[config.mk]
export PLATFORM = sky130hd
export DESIGN_NAME = swdt_back
export DESIGN_NICKNAME = d
export VERILOG_FILES = /design/src/design/swdt_pkg.sv /design/src/design/swdt_back.sv
export SDC_FILE = /design/constraint.sdc
export NUM_CORES = 2
export LEC_CHECK = 0
export BUFFER_PORTS_ARGS = -buffer_cell sky130_fd_sc_hd__buf_2
export CORE_AREA = 10 10 354 356
export DETAILED_ROUTE_END_ITERATION = 7
export DIE_AREA = 0 0 364 366
export PLACE_DENSITY = 0.61
export SKIP_CTS_REPAIR_TIMING = 1
export SLEW_MARGIN = 20
export SYNTH_ARGS = -nofsm -noshare
export SYNTH_HDL_FRONTEND = slang
export SYNTH_SLANG_ARGS = --single-unit
[constraint.sdc]
create_clock -name clk -period 17.49 [get_ports clk]
set_input_delay 0 -clock clk [delete_from_list [all_inputs] [get_ports clk]]
set_output_delay 0 -clock clk [all_outputs]
set_load 0.02 [all_outputs]
[src/design/swdt_pkg.sv]
// ----------------------------------------------------------------------------
// swdt_pkg
// Shared widths, codes and types of the spread window deviation trigger.
// ----------------------------------------------------------------------------
package swdt_pkg;

  localparam int PRICE_W            = 32;
  localparam int SPREAD_W           = 33;
  localparam int LEN_W              = 9;
  localparam int THR_W              = 32;
  localparam int SIG_W              = 2;
  localparam int CFG_INDEX_W        = 1;
  localparam int CFG_DATA_W         = 32;
  localparam int LEN_MAX            = 2 ** LEN_W - 1;
  localparam int WINDOW_MAX_DEFAULT = 256;
  localparam int QUEUE_DEPTH        = 4;

  localparam logic [LEN_W-1:0] LEN_RESET = LEN_W'(16);
  localparam logic [THR_W-1:0] THR_RESET = '0;

  localparam logic [CFG_INDEX_W-1:0] REG_WINDOW_LENGTH  = 1'b0;
  localparam logic [CFG_INDEX_W-1:0] REG_OPEN_THRESHOLD = 1'b1;

  localparam logic [SIG_W-1:0] SIG_NONE  = 2'd0;
  localparam logic [SIG_W-1:0] SIG_LONG  = 2'd1;
  localparam logic [SIG_W-1:0] SIG_SHORT = 2'd2;

  typedef logic signed [SPREAD_W-1:0] spread_t;

  typedef struct packed {
    logic    valid;
    logic    win_full;
    spread_t long_spread;
    spread_t short_spread;
  } issue_t;

  typedef struct packed {
    logic [SIG_W-1:0] open_signal;
    spread_t          long_spread;
    spread_t          short_spread;
  } result_t;

endpackage

[src/design/swdt_back.sv]
// ----------------------------------------------------------------------------
// swdt_back
// Execution side: scaled spreads, running sums and the deviation test.
// ----------------------------------------------------------------------------
module swdt_back #(
  parameter int WINDOW_MAX = swdt_pkg::WINDOW_MAX_DEFAULT
) (
  input  logic                       clk,
  input  logic                       rst,
  input  logic                       win_clear,
  input  logic [swdt_pkg::LEN_W-1:0] eff_len,
  input  logic [swdt_pkg::THR_W-1:0] open_threshold,
  input  swdt_pkg::issue_t           issue,
  input  swdt_pkg::spread_t          old_long,
  input  swdt_pkg::spread_t          old_short,
  output logic                       result_valid,
  output swdt_pkg::result_t          result
);
  import swdt_pkg::*;

  localparam int NMAX   = (WINDOW_MAX < LEN_MAX) ? WINDOW_MAX : LEN_MAX;
  localparam int SUM_W  = SPREAD_W + $clog2(NMAX);
  localparam int DIFF_W = SUM_W + 1;
  localparam int MUL_W  = SPREAD_W + LEN_W + 1;

  logic signed [MUL_W-1:0]      mul_long;
  logic signed [MUL_W-1:0]      mul_short;
  spread_t                      evict_long;
  spread_t                      evict_short;
  logic [LEN_W+THR_W-1:0]       lim_prod;

  logic                         s2_valid;
  logic                         s2_full;
  logic signed [SUM_W-1:0]      prod_long;
  logic signed [SUM_W-1:0]      prod_short;
  logic signed [SPREAD_W:0]     delta_long;
  logic signed [SPREAD_W:0]     delta_short;
  spread_t                      s2_long;
  spread_t                      s2_short;
  logic signed [DIFF_W-1:0]     pos_lim;
  logic signed [DIFF_W-1:0]     neg_lim;
  logic signed [SUM_W-1:0]      long_sum;
  logic signed [SUM_W-1:0]      short_sum;

  logic signed [DIFF_W-1:0]     diff_long;
  logic signed [DIFF_W-1:0]     diff_short;
  logic                         hit_long;
  logic                         hit_short;

  assign mul_long    = $signed({1'b0, eff_len}) * issue.long_spread;
  assign mul_short   = $signed({1'b0, eff_len}) * issue.short_spread;
  assign evict_long  = issue.win_full ? old_long : '0;
  assign evict_short = issue.win_full ? old_short : '0;
  assign lim_prod    = eff_len * open_threshold;

  always_ff @(posedge clk) begin
    pos_lim <= $signed(DIFF_W'(lim_prod));
    neg_lim <= -pos_lim;
  end

  always_ff @(posedge clk) begin
    s2_full     <= issue.win_full;
    prod_long   <= mul_long[SUM_W-1:0];
    prod_short  <= mul_short[SUM_W-1:0];
    delta_long  <= (SPREAD_W+1)'(issue.long_spread) - (SPREAD_W+1)'(evict_long);
    delta_short <= (SPREAD_W+1)'(issue.short_spread) - (SPREAD_W+1)'(evict_short);
    s2_long     <= issue.long_spread;
    s2_short    <= issue.short_spread;
    if (rst) begin
      s2_valid <= 1'b0;
    end else begin
      s2_valid <= issue.valid;
    end
  end

  // |n*spread - sum| >= n*threshold, as two signed compares
  assign diff_long  = DIFF_W'(prod_long) - DIFF_W'(long_sum);
  assign diff_short = DIFF_W'(prod_short) - DIFF_W'(short_sum);
  assign hit_long   = s2_full && (diff_long >= pos_lim || diff_long <= neg_lim);
  assign hit_short  = s2_full && (diff_short >= pos_lim || diff_short <= neg_lim);

  always_ff @(posedge clk) begin
    if (rst || win_clear) begin
      long_sum  <= '0;
      short_sum <= '0;
    end else if (s2_valid) begin
      long_sum  <= long_sum + SUM_W'(delta_long);
      short_sum <= short_sum + SUM_W'(delta_short);
    end
  end

  always_comb begin
    result.long_spread  = s2_long;
    result.short_spread = s2_short;
    if (hit_long) begin
      result.open_signal = SIG_LONG;
    end else if (hit_short) begin
      result.open_signal = SIG_SHORT;
    end else begin
      result.open_signal = SIG_NONE;
    end
  end

  assign result_valid = s2_valid;

endmodule

Word-level counts from Yosys, hierarchy flattened
Cells that the tools add are included.
{"block": "classes", "add_sub_neg": 7, "mul": 3, "magnitude_cmp": 4, "mux": 4, "n_reduce_logical": 5}
{"cell": "$ge 42x42->1", "n": 2}
{"cell": "$le 42x42->1", "n": 2}
{"cell": "$sub 41x41->42", "n": 2}
{"cell": "$add 41x34->41", "n": 2}
{"cell": "$mul 10x33->41", "n": 2}
{"cell": "$sub 33x33->34", "n": 2}
{"cell": "$mux 33", "n": 2}
{"cell": "$neg 41->42", "n": 1}
{"cell": "$mul 9x32->41", "n": 1}
{"cell": "$mux 2", "n": 2}
{"cell": "$logic_or 1x1->1", "n": 3}
{"cell": "$logic_and 1x1->1", "n": 2}
{"block": "word_totals", "ff_bits": 383, "output_inout_bits": 69, "wordCells": 35}

Depth between registers and ports, before layout
{"block": "logic_depth", "word_depth": 6, "depth_mapped": 26}

Worst setup path after synthesis
OpenSTA, ideal clock, no wires.
{"block": "synth_timing", "path_type": "input port to flip-flop", "from": "in eff_len[1] in the netlist's numbering", "to": "reg prod_long[40]", "setup_ns": 0.072, "t_arrival_ns": 5.785, "setup_slack_ns": 11.633, "path_stages": 24, "cell_sequence": "clkbuf_1 > clkbuf_1 > clkbuf_1 > nand2_1 > fa_1 > inv_1 > fa_1 > fa_1 > fa_1 > inv_1 > fa_1 > inv_1 > ha_1 > a21o_1 > a221oi_1 > nand3b_1 > a31oi_1 > a2111oi_0 > nor3b_1 > o21ai_1 > a211oi_1 > a21o_1 > a31oi_1 > xnor2_1"}
{"block": "synth_between", "elab_chain_cells": 1}
{"element": "from (decl)", "line": "swdt_back.sv:11", "rtl": "input logic [swdt_pkg::LEN_W-1:0] eff_len,"}
{"element": "$mul 10x33->41", "line": "swdt_back.sv:50", "rtl": "assign mul_long = $signed({1'b0, eff_len}) * issue.long_spread;"}
{"element": "via mul_long[40]", "line": "swdt_back.sv:26", "rtl": "logic signed [MUL_W-1:0] mul_long;"}
{"element": "to (signal assigned)", "line": "swdt_back.sv:63", "rtl": "prod_long <= mul_long[SUM_W-1:0];"}
{"element": "to (decl)", "line": "swdt_back.sv:34", "rtl": "logic signed [SUM_W-1:0] prod_long;"}
The timed path passes the listed nets, and every way through them passes these cells.
A chain may end at the register's enable or synchronous reset.

==> metrics.yaml <==
placement:
  dp.cells: 7706
  io_buffers: 246
  placed_area_mm2: 0.0555
  place_congestion: 0.899
  dp_hpwl_um: 119000
  place_ws_ns: 10.29
sta:
  grt_setup_unrepaired: "false"
  fin_crit_sh_pct: 41.8
  final_max_slew_viol_count: 0
  max_slew.worst_pin.slew_ns: 1.13
  hold_viol: 3
  worst_clock_skew_ns: 0.0430
  setup_slack_ns: 10.17
  setup_viol: 0
  period_minus_slack_ns: 7.32
  max_freq_mhz: 137
  fin_tns_setup_ns: 0
  hold_ws_ns: -0.0335
  max_slew_margin_pct: 23.0
clock_network:
  numCtsBuffers: 50
  clk_latency_ns: 0.66
  cts_tree: "yes"
  cts_buffer_depth: 3
  clock-sinks: 383
  clk_pin_slew_worst_paths_ns: 0.06
  cts_max_level: 2
  clockRootBuffer: "clkbuf_16"
synthesis:
  netlist_instances: 6081
  synth_cell_types: 94
  syn_area_mm2: 0.0529
  synth_seq_cells: 383
  synth_edf_count: 0
  netlist.area_leader.share_pct: 25.9
  synthArstFlopShare_pct: 0
  synth.area.top_cells: "fa_1 (26%), ha_1 (15%), dfxtp_1 (14%)"
  ys_dominant_reg_cell: "dfxtp_1"
  synthesis.nets: 7572
  avgSynthCellArea_um2: 8.70
  yosysTopAreaCell: "fa_1"
  seq_area_frac_synth_pct: 14.5
  ys_warn_count: 0
route:
  drtPass1Iterations: 6
  wl_per_cell_um: 18.7
  drt_iter0_markers: 2686
  vias_per_cell: 5.35
  ant_nets: 0
  drt_wl_total_um: 148000
  drc_errors: 0
  num_vias: 42500
grt:
  grt-ovfl-total: 0
  grt_pass1_vias: 42700
  antenna_found_initial: 11
  grt_usage_pct: 22.0
  grt_max_degree: 68
  grt_pass1_wl_um: 235000
setup_path:
  worstSetupStartpointType: "flip-flop"
  critical_path_class: "flip-flop to primary output"
  cp_max_fo: 4
  critical_path.top_delay_family: "compound AO/OA/AOI/OAI gates"
  cp.buffers_inverters: 3
  slowest_stage: "a2111oi_0"
  cp_common_cell: "a21o_1"
  regToRegSetupSlack_ns: 13.61
  slowest_delay_ns: 0.97
  crit_arrival_ns: 7.32
  worst_setup_path_end_kind: "primary output"
  cp_data_required_time_ns: 17.49
floorplanning:
  io_pins: 247
  die_y_um: 366
  die_x_um: 364
  core-area_mm2: 0.118
  initial_core_util_pct: 44.9
  die_area_mm2: 0.133
  row_count: 126
flow_run:
  max_cap_viol_count: 0
layout:
  drive_gt1_share_pct: 6.26
  nets: 7854
  utilization_pct: 49.8
  finalInstanceArea_mm2: 0.0586
  fillerInstances: 11100
  stdcell_count: 7944
  area_growth_pct: 10.8
power_and_ir_drop:
  peakVddDrop_mv: 0.118
  leakage_nw: 29.0
  powerDensity_mw_per_mm2: 179
status:
  status: "complete, but fails checks"
  violations: "negative hold slack"
worst_hold_path:
  hold_path_class: "primary input to flip-flop"
==> worst paths after layout <==
kind,depth (start not counted),from,to
min,5,old_long[3],delta_long[3]
max reg2reg,14,long_sum[0],long_sum[40]
max,28,prod_short[0],result[67]
min reg2reg,2,short_sum[39],short_sum[39]
==> final cells by class <==
class / count / area (um2) / area share [%]
Sequential cell: 383 / 7670 / 13.1
Clock inverter: 26 / 238 / 0.406
Tap cell: 1536 / 1920 / 3.28
Clock buffer: 66 / 1420 / 2.43
Timing Repair Buffer: 405 / 2790 / 4.76
Antenna cell: 5 / 12.5 / 0.0213
Multi-Input combinational cell: 4548 / 40900 / 69.8
Inverter: 975 / 3660 / 6.24
==> cells in the mapped netlist (10+ instances only) <==
cell and number:
a211o_1 10, a211oi_1 36, a21o_1 205, a21oi_1 303, a221oi_1 10, a31oi_1 34, and2_1 476, and3_1 24
and4_1 10, buf_1 37, clkbuf_1 135, dfxtp_1 383, fa_1 685, ha_1 628, inv_1 970, mux2i_1 53
nand2_1 649, nand2b_1 44, nand3_1 70, nand4_1 67, nor2_1 247, nor2b_1 63, nor3_1 57, nor4_1 18
o211ai_1 21, o21a_1 65, o21ai_0 137, o21ai_1 43, o21bai_1 36, o31a_1 10, o31ai_1 22, or2_2 11
or3_1 16, xnor2_1 265, xor2_1 88
==> power by group <==
part	switching [mW]	total, mW	internal [mW]
logic	4.74	8.09	3.35
registers	0.165	1.36	1.20
clock network	0.459	1.07	0.608
total	5.37	10.5	5.15
==> flip-flops by register name (all words and copies together), names as in the netlist, 33 cells and up <==
name,count
neg_lim,42
s2_long,33
short_sum,41
prod_short,41
pos_lim,41
delta_short,34
delta_long,34
s2_short,33
long_sum,41
prod_long,41
==> cell usage in the layout (no fill, tap or decap), types with 11 or more instances in the layout <==
cell,instances
inv_1,970
fa_1,685
nand2_1,649
ha_1,628
and2_1,476
dfxtp_1,382
a21oi_1,303
xnor2_1,265
nor2_1,246
buf_2,241
a21o_1,205
dlygate4sd3_1,141
o21ai_0,137
xor2_1,88
nand3_1,70
nand4_1,67
o21a_1,65
nor2b_1,63
nor3_1,57
mux2i_1,53
clkbuf_16,52
nand2b_1,44
o21ai_1,43
o21bai_1,36
a211oi_1,36
a31oi_1,34
and3_1,24
buf_4,23
o31ai_1,22
o211ai_1,21
nor4_1,18
or3_1,16
or2_2,11
==> metrics by stage <==
step                hold WS [ns]  power, mW
floorplan                 0.0277       7.26
global placement           0.179       9.27
detailed placement         0.184       9.38
CTS                       -0.508       10.5
global route             0.00404       11.7
finish                   -0.0335       10.5
==> cell families (layout without fill, tap and decap cells) <==
kind of cell	count (synthesis)	in the layout	synth area share (%)
and+or+nand+nor	1788	1788	16.8
adders and majority gates	1313	1313	40.8
buffers and inverters	1150	1472	8.17
AOI/OAI and AO/OA	1039	1039	12.8
DFF	383	383	14.5
xor gates and xnor gates	353	353	5.85
muxes	55	55	1.05
other	0	5	0
==> worst min-delay path: cells and delay by family <==
kind / cells / cell delay [ns]
buf+inv: 1 / 0.10
simple gates: 3 / 0.25
fa+ha+maj: 1 / 0.20
==> per-layer routing <==
metal  global-route usage [%]  vias to the layer above  routed length, um  part of all wire [%]
li1                         -                    20300                  -                     -
met1                     29.7                    21000              65800                    44
met2                     35.8                     1031              69100                    47
met3                     3.46                      220               8210                   5.5
met4                     7.11                        4               5030                   3.4
met5                        0                        -                 14                0.0094
Note: power is estimated with default switching activity, not from simulation.
