`src/design/swdt_pkg.sv`:
```
// ----------------------------------------------------------------------------
// swdt_pkg
// Shared widths, codes and types of the spread window deviation trigger.
// ----------------------------------------------------------------------------
package swdt_pkg;

  localparam int PRICE_W            = 32;
  localparam int SPREAD_W           = 33;
  localparam int LEN_W              = 9;
  localparam int THR_W              = 32;
  localparam int SIG_W              = 2;
  localparam int CFG_INDEX_W        = 1;
  localparam int CFG_DATA_W         = 32;
  localparam int LEN_MAX            = 2 ** LEN_W - 1;
  localparam int WINDOW_MAX_DEFAULT = 256;
  localparam int QUEUE_DEPTH        = 4;

  localparam logic [LEN_W-1:0] LEN_RESET = LEN_W'(16);
  localparam logic [THR_W-1:0] THR_RESET = '0;

  localparam logic [CFG_INDEX_W-1:0] REG_WINDOW_LENGTH  = 1'b0;
  localparam logic [CFG_INDEX_W-1:0] REG_OPEN_THRESHOLD = 1'b1;

  localparam logic [SIG_W-1:0] SIG_NONE  = 2'd0;
  localparam logic [SIG_W-1:0] SIG_LONG  = 2'd1;
  localparam logic [SIG_W-1:0] SIG_SHORT = 2'd2;

  typedef logic signed [SPREAD_W-1:0] spread_t;

  typedef struct packed {
    logic    valid;
    logic    win_full;
    spread_t long_spread;
    spread_t short_spread;
  } issue_t;

  typedef struct packed {
    logic [SIG_W-1:0] open_signal;
    spread_t          long_spread;
    spread_t          short_spread;
  } result_t;

endpackage

```
`src/design/swdt_fifo.sv`:
```
// ----------------------------------------------------------------------------
// swdt_fifo
// Small result queue between the execution side and the output port.
// ----------------------------------------------------------------------------
module swdt_fifo #(
  parameter int DEPTH = swdt_pkg::QUEUE_DEPTH
) (
  input  logic              clk,
  input  logic              rst,
  input  logic              wr_en,
  input  swdt_pkg::result_t wr_word,
  input  logic              rd_en,
  output swdt_pkg::result_t rd_word,
  output logic              empty
);
  import swdt_pkg::*;

  localparam int PTR_W = (DEPTH > 1) ? $clog2(DEPTH) : 1;
  localparam int CNT_W = $clog2(DEPTH + 1);

  result_t          entries [DEPTH];
  logic [PTR_W-1:0] wr_ptr;
  logic [PTR_W-1:0] rd_ptr;
  logic [CNT_W-1:0] count;

  assign empty   = (count == '0);
  assign rd_word = entries[rd_ptr];

  always_ff @(posedge clk) begin
    if (wr_en) begin
      entries[wr_ptr] <= wr_word;
    end
  end

  always_ff @(posedge clk) begin
    if (rst) begin
      wr_ptr <= '0;
      rd_ptr <= '0;
      count  <= '0;
    end else begin
      if (wr_en) begin
        wr_ptr <= (32'(wr_ptr) == DEPTH - 1) ? '0 : wr_ptr + PTR_W'(1);
      end
      if (rd_en) begin
        rd_ptr <= (32'(rd_ptr) == DEPTH - 1) ? '0 : rd_ptr + PTR_W'(1);
      end
      if (wr_en && !rd_en) begin
        count <= count + CNT_W'(1);
      end else if (!wr_en && rd_en) begin
        count <= count - CNT_W'(1);
      end
    end
  end

endmodule

```
`config.mk`:
```
export PLATFORM = sky130hd
export DESIGN_NAME = swdt_fifo
export DESIGN_NICKNAME = d
export VERILOG_FILES = /design/src/design/swdt_pkg.sv /design/src/design/swdt_fifo.sv
export SDC_FILE = /design/constraint.sdc
export NUM_CORES = 1
export LEC_CHECK = 0
export BUFFER_PORTS_ARGS = -buffer_cell sky130_fd_sc_hd__buf_2
export CAP_MARGIN = 20
export CORE_ASPECT_RATIO = 0.9
export CORE_MARGIN = 2
export CORE_UTILIZATION = 55
export CTS_CLUSTER_DIAMETER = 200
export DETAILED_ROUTE_END_ITERATION = 10
export PLACE_DENSITY_LB_ADDON = 0.1
export SYNTH_ARGS = -nofsm -noshare
export SYNTH_HDL_FRONTEND = slang
export SYNTH_SLANG_ARGS = --single-unit
```
`constraint.sdc`:
```
create_clock -name clk -period 3.6 [get_ports clk]
set_input_delay 0.18 -clock clk [delete_from_list [all_inputs] [get_ports clk]]
set_output_delay 0.18 -clock clk [all_outputs]
set_load 0.02 [all_outputs]
```
==> Yosys cells after proc, flatten, opt, wreduce, memory -nomap -nowiden <==
Memory sizes are Yosys's and may differ from the RTL's. A register that Yosys moved wholly into a read port is not among the register bits.
Index checks and enable logic that the tools add are counted.
{ "word_totals": {"register_bits": 7, "ram_bits": 272, "inputBits": 72, "mem_count": 1} }
{ "memory_table": {"columns": ["name", "depth", "word_bits", "read_ports", "rd_ports_with_merged_regs", "write_ports", "line_no", "rtl"], "rows": [
  ["entries", 4, 68, 1, 1, 1, "swdt_fifo.sv:21", "result_t entries [DEPTH];"]
]} }
{ "op_classes": {"add_sub_neg": 4, "n_eq_ne": 2, "muxes": 8, "reduce_logical": 6} }
{ "op_table": {"columns": ["op", "count"], "rows": [
  ["2-to-1 mux 2 bit", 4],
  ["2-to-1 mux 3 bit", 2],
  ["adder 2 x 1 -> 2 bit (second input constant)", 2],
  ["equality test 2 bit (second input constant)", 2],
  ["adder 3 x 1 -> 3 bit (second input constant)", 1],
  ["logical NOT 3 bit", 1],
  ["subtractor 3 x 1 -> 3 bit (second input constant)", 1],
  ["logical AND 1 bit", 2],
  ["logical NOT 1 bit", 2],
  ["2-to-1 mux 1 bit", 2],
  ["nonzero test 2 bit", 1]
]} }

==> Depth between registers and ports, before layout <==
Gate-level depths: netlist (run 1).
{ "depth": {"depth_word": 4, "depth_mapped": 7, "mapped_depth_nobuf": 7} }

==> Worst setup path after synthesis (run 1) <==
Ideal clock, no wire load.
{ "synth_path": {"path_kind": "register -> register", "startpoint": "reg wr_ptr[0]", "endpoint": "mem entries[3][0] in the netlist's numbering, enable pin", "setup_ps": 433, "arrival_time_ps": 2143, "required_ps": 3167, "setup_slack_ps": 1024, "stages_incl_launch_ff": 3, "period_less_slack_ps": 2576, "cell_sequence": "dfxtp_1 -> ha_1 -> and2_1"} }
{ "synth_lines": {"columns": ["item", "line_no", "rtl"], "rows": [
  ["from (decl)", "swdt_fifo.sv:22", "logic [PTR_W-1:0] wr_ptr;"],
  ["from (signal assigned)", "swdt_fifo.sv:42", "wr_ptr <= (32'(wr_ptr) == DEPTH - 1) ? '0 : wr_ptr + PTR_W'(1);"],
  ["to (decl)", "swdt_fifo.sv:21", null]
]} }
No word-level cell before the write port.

==> results.sh, run 1 <==
export IMPL_startpoint_type="register"
export IMPL_synth_edf_count=272
export IMPL_ff2ff_path_depth=2
export IMPL_ir_drop_mv=0.369
export IMPL_yosysWarnings=0
export IMPL_chipWidth_um=148
export IMPL_yosys_top_cells_area="edfxtp_1 (80%), mux4_2 (15%), dfxtp_1 (1.8%)"
export IMPL_cp_arrival_ns=2.48
export IMPL_wl_per_cell_um=20.6
export IMPL_yosys_area_top_type="edfxtp_1"
export IMPL_antenna_found_initial=0
export IMPL_numCtsBuffers=28
export IMPL_fin_crit_ns=2.66
export IMPL_holdPathStages=3
export IMPL_clk_path_buf_depth=3
export IMPL_finalHoldViolCount=0
export IMPL_postCtsSetupBuffers=0
export IMPL_fin_nets=705
export IMPL_htreeDepth=1
export IMPL_path_class="register to output port"
export IMPL_cap_violations=0
export IMPL_postLayoutCoreUtil_pct=69.6
export IMPL_grt_max_degree=69
export IMPL_cp_end_kind="output port"
export IMPL_ys_top_cells_by_count="edfxtp_1 (272), mux4_2 (68), dfxtp_1 (9), nor2_1 (7), ha_1 (6)"
export IMPL_synthToLayoutAreaGrowth_pct=24.4
export IMPL_final_antenna_net_count=0
export IMPL_yosys_cell_count_top_type="edfxtp_1"
export IMPL_synth_seq_area_share_pct=81.3
export IMPL_path_clk_slew_ns=0.06
export IMPL_cts_resized=0
export IMPL_critPathRequiredTime_ns=3.42
export IMPL_clkSinkCount=281
export IMPL_grt_usage_pct=18.9
export IMPL_reg2reg_from="wr_ptr[0]"
export IMPL_viasPerCell=5.42
export IMPL_die_h_um=134
export IMPL_drive_gt1_share_pct=39.1
export IMPL_place_area_um2=11200
export IMPL_port_buffer_count=140
export IMPL_grt_pass1_wl_um=28600
export IMPL_syn_nets=478
export IMPL_die_area_um2=19800
export IMPL_timing_final_crit_share_pct=73.8
export IMPL_grt_pass1_vias=5250
export IMPL_fin_skew_ns=0.00735
export IMPL_yosysUniqueCellTypes=20
export IMPL_overflow=0
export IMPL_drc=0
export IMPL_drt_total_wl_um=18300
export IMPL_maxSlewViolCount=0
export IMPL_power_leakage_nw=4.37
export IMPL_initial_utilization_pct=56.0
export IMPL_hpwl_um=9830
export IMPL_ys_seq_elements=281
export IMPL_worstMarginPinSlew_ns=1.08
export IMPL_drtIter0Drc=258
export IMPL_synthFlopType="edfxtp_1"
export IMPL_syn_inst=399
export IMPL_cellPowerDensity_nw_per_um2=565
export IMPL_timing_rr_end="entries[3][33]"
export IMPL_core_um2=18300
export IMPL_synth_top_area_share_pct=79.5
export IMPL_p_total_mw=7.22
export IMPL_io_pins=141
export IMPL_stdcell_area_um2=12800
export IMPL_maxSlewHeadroom_pct=28.3
export IMPL_place_congestion=0.684
export IMPL_r2r_slack_ns=1.71
export IMPL_dr_pass1_iters=4
export IMPL_cp_endpoint="rd_word[2]"
export IMPL_clock_latency_ns=0.52
export IMPL_hp_class="input port to register"
export IMPL_clock_tree_root_cell="clkbuf_16"
export IMPL_finalSetupTns_ns=0
export IMPL_vias=4821
export IMPL_status="complete, no violations"
export IMPL_worstPathMaxFanout=29
export IMPL_num_rows=47
export IMPL_avgSynthCellArea_um2=25.7
export IMPL_cts_tree="yes"
export IMPL_rsz0062_at_grt="false"
export IMPL_setup_viol=0
export IMPL_netlist_area_um2=10300
export IMPL_diodes=0
export IMPL_max_freq_mhz=376
export IMPL_synth_async_reset_ratio_pct=0
[metal layers]
layer  GRT usage (%)  wire length, µm  up-vias
met5               0                0        -
met4            4.07              278        0
met3            4.59             1100       26
met2            32.0             9430      138
met1            25.5             7500     2494
li1                -                -     2163
[flip-flops by register name, summed over array words and instances, names as in the netlist, named ones only]
name	flops
entries	272
rd_ptr	2
count	3
wr_ptr	2
[per-stage QoR]
stage | std cells | setup WS [ns] | hold slack, ns
after floorplan | 399 | 1.02 | 0.249
after global placement | 770 | 1.40 | 0.389
after detailed placement | 770 | 1.40 | 0.397
after CTS | 889 | 0.833 | 0.0285
after global routing | 890 | 0.753 | 0.0416
final | 890 | 0.943 | 0.0469
[worst max-delay path: stages, from the launching register on]
cell,delay [ns]
dfxtp_4,0.76
buf_4,0.44
mux4_2,0.57
buf_2,0.18
[report_power, final]
part / leakage (nW) / internal [mW] / switching (mW)
combinational: 1.38 / 0.319 / 0.379
clock: 0.421 / 1.60 / 1.10
sequential: 2.57 / 3.75 / 0.0755
[cell families (layout without fill, tap and decap cells)]
family / Yosys count / count (layout) / synth area share, %
flops: 281 / 281 / 81.3
compound gates: 3 / 3 / 0.146
mux: 72 / 72 / 15.3
xor+xnor: 2 / 2 / 0.171
buf+inv: 20 / 266 / 1.47
fa+ha+maj: 7 / 7 / 0.926
simple gates: 14 / 14 / 0.682
[layout by cell type (no fill, tap or decap)]
| cell type | synthesis | layout |
|---|---|---|
| nor2_1 | 7 | 7 |
| xor2_1 | 2 | 2 |
| clkinv_2 | 0 | 3 |
| buf_16 | 0 | 1 |
| clkinv_4 | 0 | 1 |
| buf_4 | 4 | 1 |
| inv_1 | 4 | 4 |
| buf_2 | 4 | 140 |
| dlygate4sd3_1 | 0 | 70 |
| mux2i_1 | 4 | 4 |
| o21ai_0 | 1 | 1 |
| clkinv_1 | 0 | 7 |
| nor3_1 | 1 | 1 |
| clkbuf_1 | 4 | 7 |
| fa_1 | 1 | 1 |
| ha_1 | 6 | 6 |
| bufinv_16 | 0 | 2 |
| clkbuf_16 | 0 | 29 |
| buf_12 | 3 | 1 |
| mux4_2 | 68 | 68 |
| and2_4 | 0 | 4 |
| or3_1 | 1 | 1 |
| edfxtp_1 | 272 | 272 |
| a21oi_1 | 2 | 2 |
| nor3b_1 | 1 | 1 |
| dfxtp_1 | 9 | 7 |
| dfxtp_4 | 0 | 2 |
[repair_timing]
item / CTS / global route
hold buffers: 70 / 0
endpoints found under the hold margin: 281 / 0
setup endpoints to repair: 0 / 0
[worst min path at each step]
stage | startpoint | to | slack (ns)
after floorplan | rst | count[2] | 0.25
after global placement | wr_word[4] | entries[0][4] | 0.39
after detailed placement | wr_word[19] | entries[0][19] | 0.40
after CTS | wr_en | wr_ptr[1] | 0.03
after global routing | wr_en | wr_ptr[1] | 0.04
final | wr_en | wr_ptr[1] | 0.05
[area by class of cell]
type | count | area [µm²]
flip-flops and latches | 281 | 8360
fillers | 1193 | 5570
multi-input cells | 98 | 1780
repair buffers | 213 | 1460
clock buffers | 36 | 752
well taps | 245 | 307
clock inverters | 13 | 110
inverters | 4 | 15.0
No activity file was read; power rests on OpenSTA's default activity.
==> run 2: changes to the inputs <==
Settings changed: CORE_UTILIZATION 55 to 51.
Clock period 3.6 ns to 2.2 ns, I/O delays scaled along.
==> run 2 against run 1 <==
Compared with the run above: clock skew is essentially flat; worst hold slack improved by 0.28 ns; sequential share of layout area down 0.99 points; sequential power is 62% higher; final area rose by 1.5%; register-to-register slack got worse by 1.1 ns; largest power group unchanged.
==> results.sh, run 2 (synthesis gave the netlist of run 1 again) <==
export IMPL_viasPerCell=5.30
export IMPL_wl_per_cell_um=20.1
export IMPL_clock_latency_ns=0.53
export IMPL_top_register="entries"
export IMPL_critPathRequiredTime_ns=2.09
export IMPL_p_total_mw=11.8
export IMPL_place_congestion=0.708
export IMPL_cellInternalPower_mw=9.20
export IMPL_numCtsBuffers=28
export IMPL_synthToLayoutAreaGrowth_pct=26.3
export IMPL_startpoint_type="register"
export IMPL_grt_pass1_vias=5257
export IMPL_largestRegisters="entries: 272 flops, count: 3 flops"
export IMPL_die_h_um=139
export IMPL_cp_end_kind="output port"
export IMPL_path_class="register to output port"
export IMPL_clkPwrFrac_pct=36.7
export IMPL_crit_cells=3
export IMPL_timing_final_crit_share_pct=94.2
export IMPL_cap_violations=0
export IMPL_clk_path_buf_depth=3
export IMPL_maxSlewViolCount=0
export IMPL_grt_max_degree=47
export IMPL_seq_power_share_pct=52.7
export IMPL_power_leakage_nw=4.46
export IMPL_dr_pass1_iters=4
export IMPL_rsz0062_at_grt="false"
export IMPL_postLayoutCoreUtil_pct=65.3
export IMPL_diodes=0
export IMPL_drc=0
export IMPL_initial_utilization_pct=51.7
export IMPL_largest_register_ffs=272
export IMPL_cts_tree="yes"
export IMPL_fin_skew_ns=0.00757
export IMPL_nFillCells=1354
export IMPL_final_antenna_net_count=0
export IMPL_final_common_cell="edfxtp_1"
export IMPL_fin_nets=717
export IMPL_num_rows=49
export IMPL_p_sw_share_pct=21.8
export IMPL_drive_gt1_share_pct=39.9
export IMPL_drt_total_wl_um=18400
export IMPL_worstPathMaxFanout=22
export IMPL_cp_num_buf_inv=2
export IMPL_drtIter0Drc=204
export IMPL_ir_drop_mv=0.668
export IMPL_holdWs_ns=0.331
export IMPL_overflow=0
export IMPL_finalHoldViolCount=0
export IMPL_antenna_found_initial=0
export IMPL_cp_arrival_ns=1.96
export IMPL_postCtsSetupBuffers=0
export IMPL_finalSetupTns_ns=0
export IMPL_hp_class="input port to register"
export IMPL_htreeDepth=1
export IMPL_layout_common_cells="edfxtp_1 (272), buf_2 (140), dlygate4sd3_1 (71)"
export IMPL_core_um2=19900
export IMPL_status="complete, no violations"
export IMPL_max_freq_mhz=482
export IMPL_clkSinkCount=281
export IMPL_seq_area_um2=8360
export IMPL_grt_pass1_wl_um=28800
export IMPL_power_switching_mw=2.57
export IMPL_die_area_um2=21300
export IMPL_holdPathStages=2
export IMPL_ff2ff_path_depth=4
export IMPL_chipWidth_um=154
export IMPL_combPwrFrac_pct=10.5
export IMPL_setup_viol=0
export IMPL_maxSlewHeadroom_pct=72.0
export IMPL_clock_tree_root_cell="clkbuf_16"
export IMPL_hpwl_um=10600
export IMPL_port_buffer_count=140
export IMPL_worstMarginPinSlew_ns=0.420
export IMPL_io_pins=141
export IMPL_fin_crit_ns=2.07
export IMPL_grt_usage_pct=17.5
export IMPL_multi_input_area_um2=1780
export IMPL_slowest_stage="mux4_2"
export IMPL_vias=4840
export IMPL_worstPathCellList="buf_8 -> mux4_2 -> buf_2"
export IMPL_critical_path_top_delay_family="multiplexers"
export IMPL_cellPowerDensity_nw_per_um2=907
export IMPL_path_clk_slew_ns=0.06
export IMPL_max_stage_delay_ns=0.56
## run 2: through the flow
stage	setup WS, ns	cell area, µm²	cells
4_1_cts	0.0173	12900	913
2_1_floorplan	0.361	10300	399
3_5_place_dp	0.541	11400	791
6_report	0.127	13000	914
5_1_grt	0.0419	13000	914
3_3_place_gp	0.550	11400	791
## run 2: area by class of cell
type / instances / area share (%)
inverter: 4 / 0.116
sequential: 281 / 64.4
clock inverter: 15 / 0.685
timing repair buffer: 225 / 12.8
tap: 255 / 2.46
multi-input combinational: 98 / 13.7
clock buffer: 36 / 5.80
## run 2: final timing paths
path,from,end,slack [ns]
max,register,rd_word[56],0.13
min,wr_word[26],entries[2][26],0.33
max reg2reg,wr_ptr[1],entries[1][61],0.59
min reg2reg,count[2],count[2],0.51
## run 2: power groups by stage
stage / clock network (mW) / registers, mW / logic (mW)
2_1_floorplan: 0 / 6.29 / 0.736
3_3_place_gp: 0 / 6.30 / 1.13
3_5_place_dp: 0 / 6.31 / 1.14
4_1_cts: 4.43 / 6.20 / 1.25
5_1_grt: 4.65 / 6.22 / 1.34
6_report: 4.32 / 6.20 / 1.24
## run 2: routing by layer
layer / part of all wire (%) / vias up / GRT usage [%]
met2: 51 / 122 / 29.4
met1: 42 / 2509 / 23.9
met4: 1.7 / 0 / 4.54
li1: - / 2184 / -
met3: 5.3 / 25 / 3.72
met5: 0 / - / 0
## run 2: timing repair
action | CTS | global route
gates resized for setup | 2 | 2
endpoints found under the setup margin | 10 | 2
gates cloned | 0 | 1
endpoints found under the hold margin | 281 | 0
hold buffers | 71 | 0
==> run 3: changes to the inputs <==
Settings changed: CELL_PAD_IN_SITES_DETAIL_PLACEMENT set to 1, CELL_PAD_IN_SITES_GLOBAL_PLACEMENT set to 1, CORE_UTILIZATION 51 to 45.
==> run 3 against run 2 <==
Compared with the run above: flip-flop and latch count unchanged; global-route usage grew 0.055 points; combinational power hardly changed; clock power is 2% higher; first-iteration DRC count up 35%; non-clock buffer count is 2 higher; cell count grew 4.8%; die area rose by 13%; total power is 0.96% higher; sequential power about the same; maximum frequency decreased by 1.7%; highest routed layer unchanged.
==> results.sh, run 3 (synthesis gave the netlist of run 1 again) <==
export IMPL_status="complete, no violations"
export IMPL_top_register="entries"
export IMPL_ir_drop_mv=0.609
export IMPL_worstMarginPinSlew_ns=0.479
export IMPL_viasPerCell=5.17
export IMPL_grt_usage_pct=17.6
export IMPL_clock_tree_root_cell="clkbuf_16"
export IMPL_pre_cts_slack_ns=0.508
export IMPL_num_rows=52
export IMPL_final_common_cell="edfxtp_1"
export IMPL_maxSlewHeadroom_pct=68.1
export IMPL_io_pins=141
export IMPL_final_antenna_net_count=0
export IMPL_cp_arrival_ns=2.00
export IMPL_setup_viol=0
export IMPL_initial_utilization_pct=45.7
export IMPL_timing_final_crit_share_pct=95.9
export IMPL_cellPowerDensity_nw_per_um2=912
export IMPL_worst_slack_ns=0.0901
export IMPL_clk_path_buf_depth=3
export IMPL_drc=0
export IMPL_cap_violations=0
export IMPL_fin_crit_ns=2.11
export IMPL_synthToLayoutAreaGrowth_pct=26.8
export IMPL_grt_pass1_vias=5467
export IMPL_grt_pass1_wl_um=31800
export IMPL_chipWidth_um=163
export IMPL_seq_area_um2=8360
export IMPL_fin_skew_ns=0.0132
export IMPL_multi_input_area_um2=1780
export IMPL_largestRegisters="entries: 272 flops, count: 3 flops"
export IMPL_dr_pass1_iters=4
export IMPL_numCtsBuffers=29
export IMPL_die_area_um2=24000
export IMPL_dp_cells=835
export IMPL_critPathRequiredTime_ns=2.09
export IMPL_cts_tree="yes"
export IMPL_clock_latency_ns=0.54
export IMPL_core_um2=22400
export IMPL_drive_gt1_share_pct=40.2
export IMPL_hpwl_um=12500
export IMPL_finalHoldViolCount=0
export IMPL_grt_max_degree=44
export IMPL_largest_register_ffs=272
export IMPL_path_class="register to output port"
export IMPL_drtIter0Drc=276
export IMPL_layout_common_cells="edfxtp_1 (272), buf_2 (140), dlygate4sd3_1 (71)"
export IMPL_final_cells=958
export IMPL_postCtsSetupBuffers=0
export IMPL_startpoint_type="register"
export IMPL_port_buffer_count=140
export IMPL_overflow=0
export IMPL_path_clk_slew_ns=0.06
export IMPL_place_congestion=0.688
export IMPL_antenna_found_initial=1
export IMPL_cp_end_kind="output port"
export IMPL_hp_class="input port to register"
export IMPL_nFillCells=1940
export IMPL_maxSlewViolCount=0
export IMPL_fin_nets=720
export IMPL_max_freq_mhz=474
export IMPL_wl_per_cell_um=21.6
export IMPL_finalSetupTns_ns=0
export IMPL_power_leakage_nw=4.46
export IMPL_drt_total_wl_um=20700
export IMPL_vias=4949
export IMPL_die_h_um=147
export IMPL_clkSinkCount=281
export IMPL_htreeDepth=1
export IMPL_rsz0062_at_grt="false"
export IMPL_worstPathMaxFanout=25
-- run 3: changes by cell type in the layout (fill, tap and decap cells not counted), sizes merged --
cell / before / now
buf: 153 / 155
clkbuf: 37 / 38
clkinv: 14 / 10
diode: 0 / 1
inv: 4 / 6
-- run 3: final timing paths --
path                    start              to  slack [ns]  cells after the start
hold / removal    wr_word[10]  entries[2][10]        0.32                      2
setup / recovery     register     rd_word[64]        0.09                      3
hold reg to reg     rd_ptr[1]       rd_ptr[1]        0.54                      2
setup reg to reg    wr_ptr[0]  entries[3][11]        0.54                      3
-- run 3: critical path, stage by stage (launching register included) --
cell,delay (ns)
dfxtp_4,0.42
buf_12,0.25
mux4_2,0.59
buf_2,0.19
-- run 3: area by class of cell --
cell class	instances	share of cell area, %
repair buffers	227	12.7
clock buffers	37	5.80
clock inverters	13	0.682
flip-flops and latches	281	64.1
inverters	4	0.115
well taps	297	2.85
multi-input cells	98	13.7
diodes	1	0.0192
-- run 3: where the power goes --
group	leakage (nW)	total [mW]	switching (mW)	internal [mW]
Sequential	2.57	6.20	0.0750	6.13
Clock	0.413	4.41	1.88	2.52
Combinational	1.48	1.27	0.703	0.563
-- run 3: stage by stage --
stage | utilization (%) | hold slack (ns) | instance area, µm² | power [mW]
floorplan | - | 0.179 | 10300 | 7.02
global placement | 50.9 | 0.319 | 11400 | 7.45
detailed placement | 50.9 | 0.328 | 11400 | 7.49
CTS | 57.9 | 0.294 | 13000 | 12.0
global route | 58.0 | 0.318 | 13000 | 12.3
finish | 58.0 | 0.324 | 13000 | 11.9
-- run 3: repair_timing --
| item | in CTS | in global routing |
|---|---|---|
| hold endpoints to repair | 281 | 0 |
| hold buffers | 71 | 0 |
| resized for setup | 0 | 1 |
| endpoints found under the setup margin | 0 | 29 |
-- run 3: layer usage --
metal / wire length [µm] / track usage, % / vias to the layer above
li1: - / - / 2190
met1: 8690 / 23.1 / 2599
met2: 10600 / 30.0 / 120
met3: 948 / 3.44 / 40
met4: 496 / 5.13 / 0
met5: 0 / 0 / -
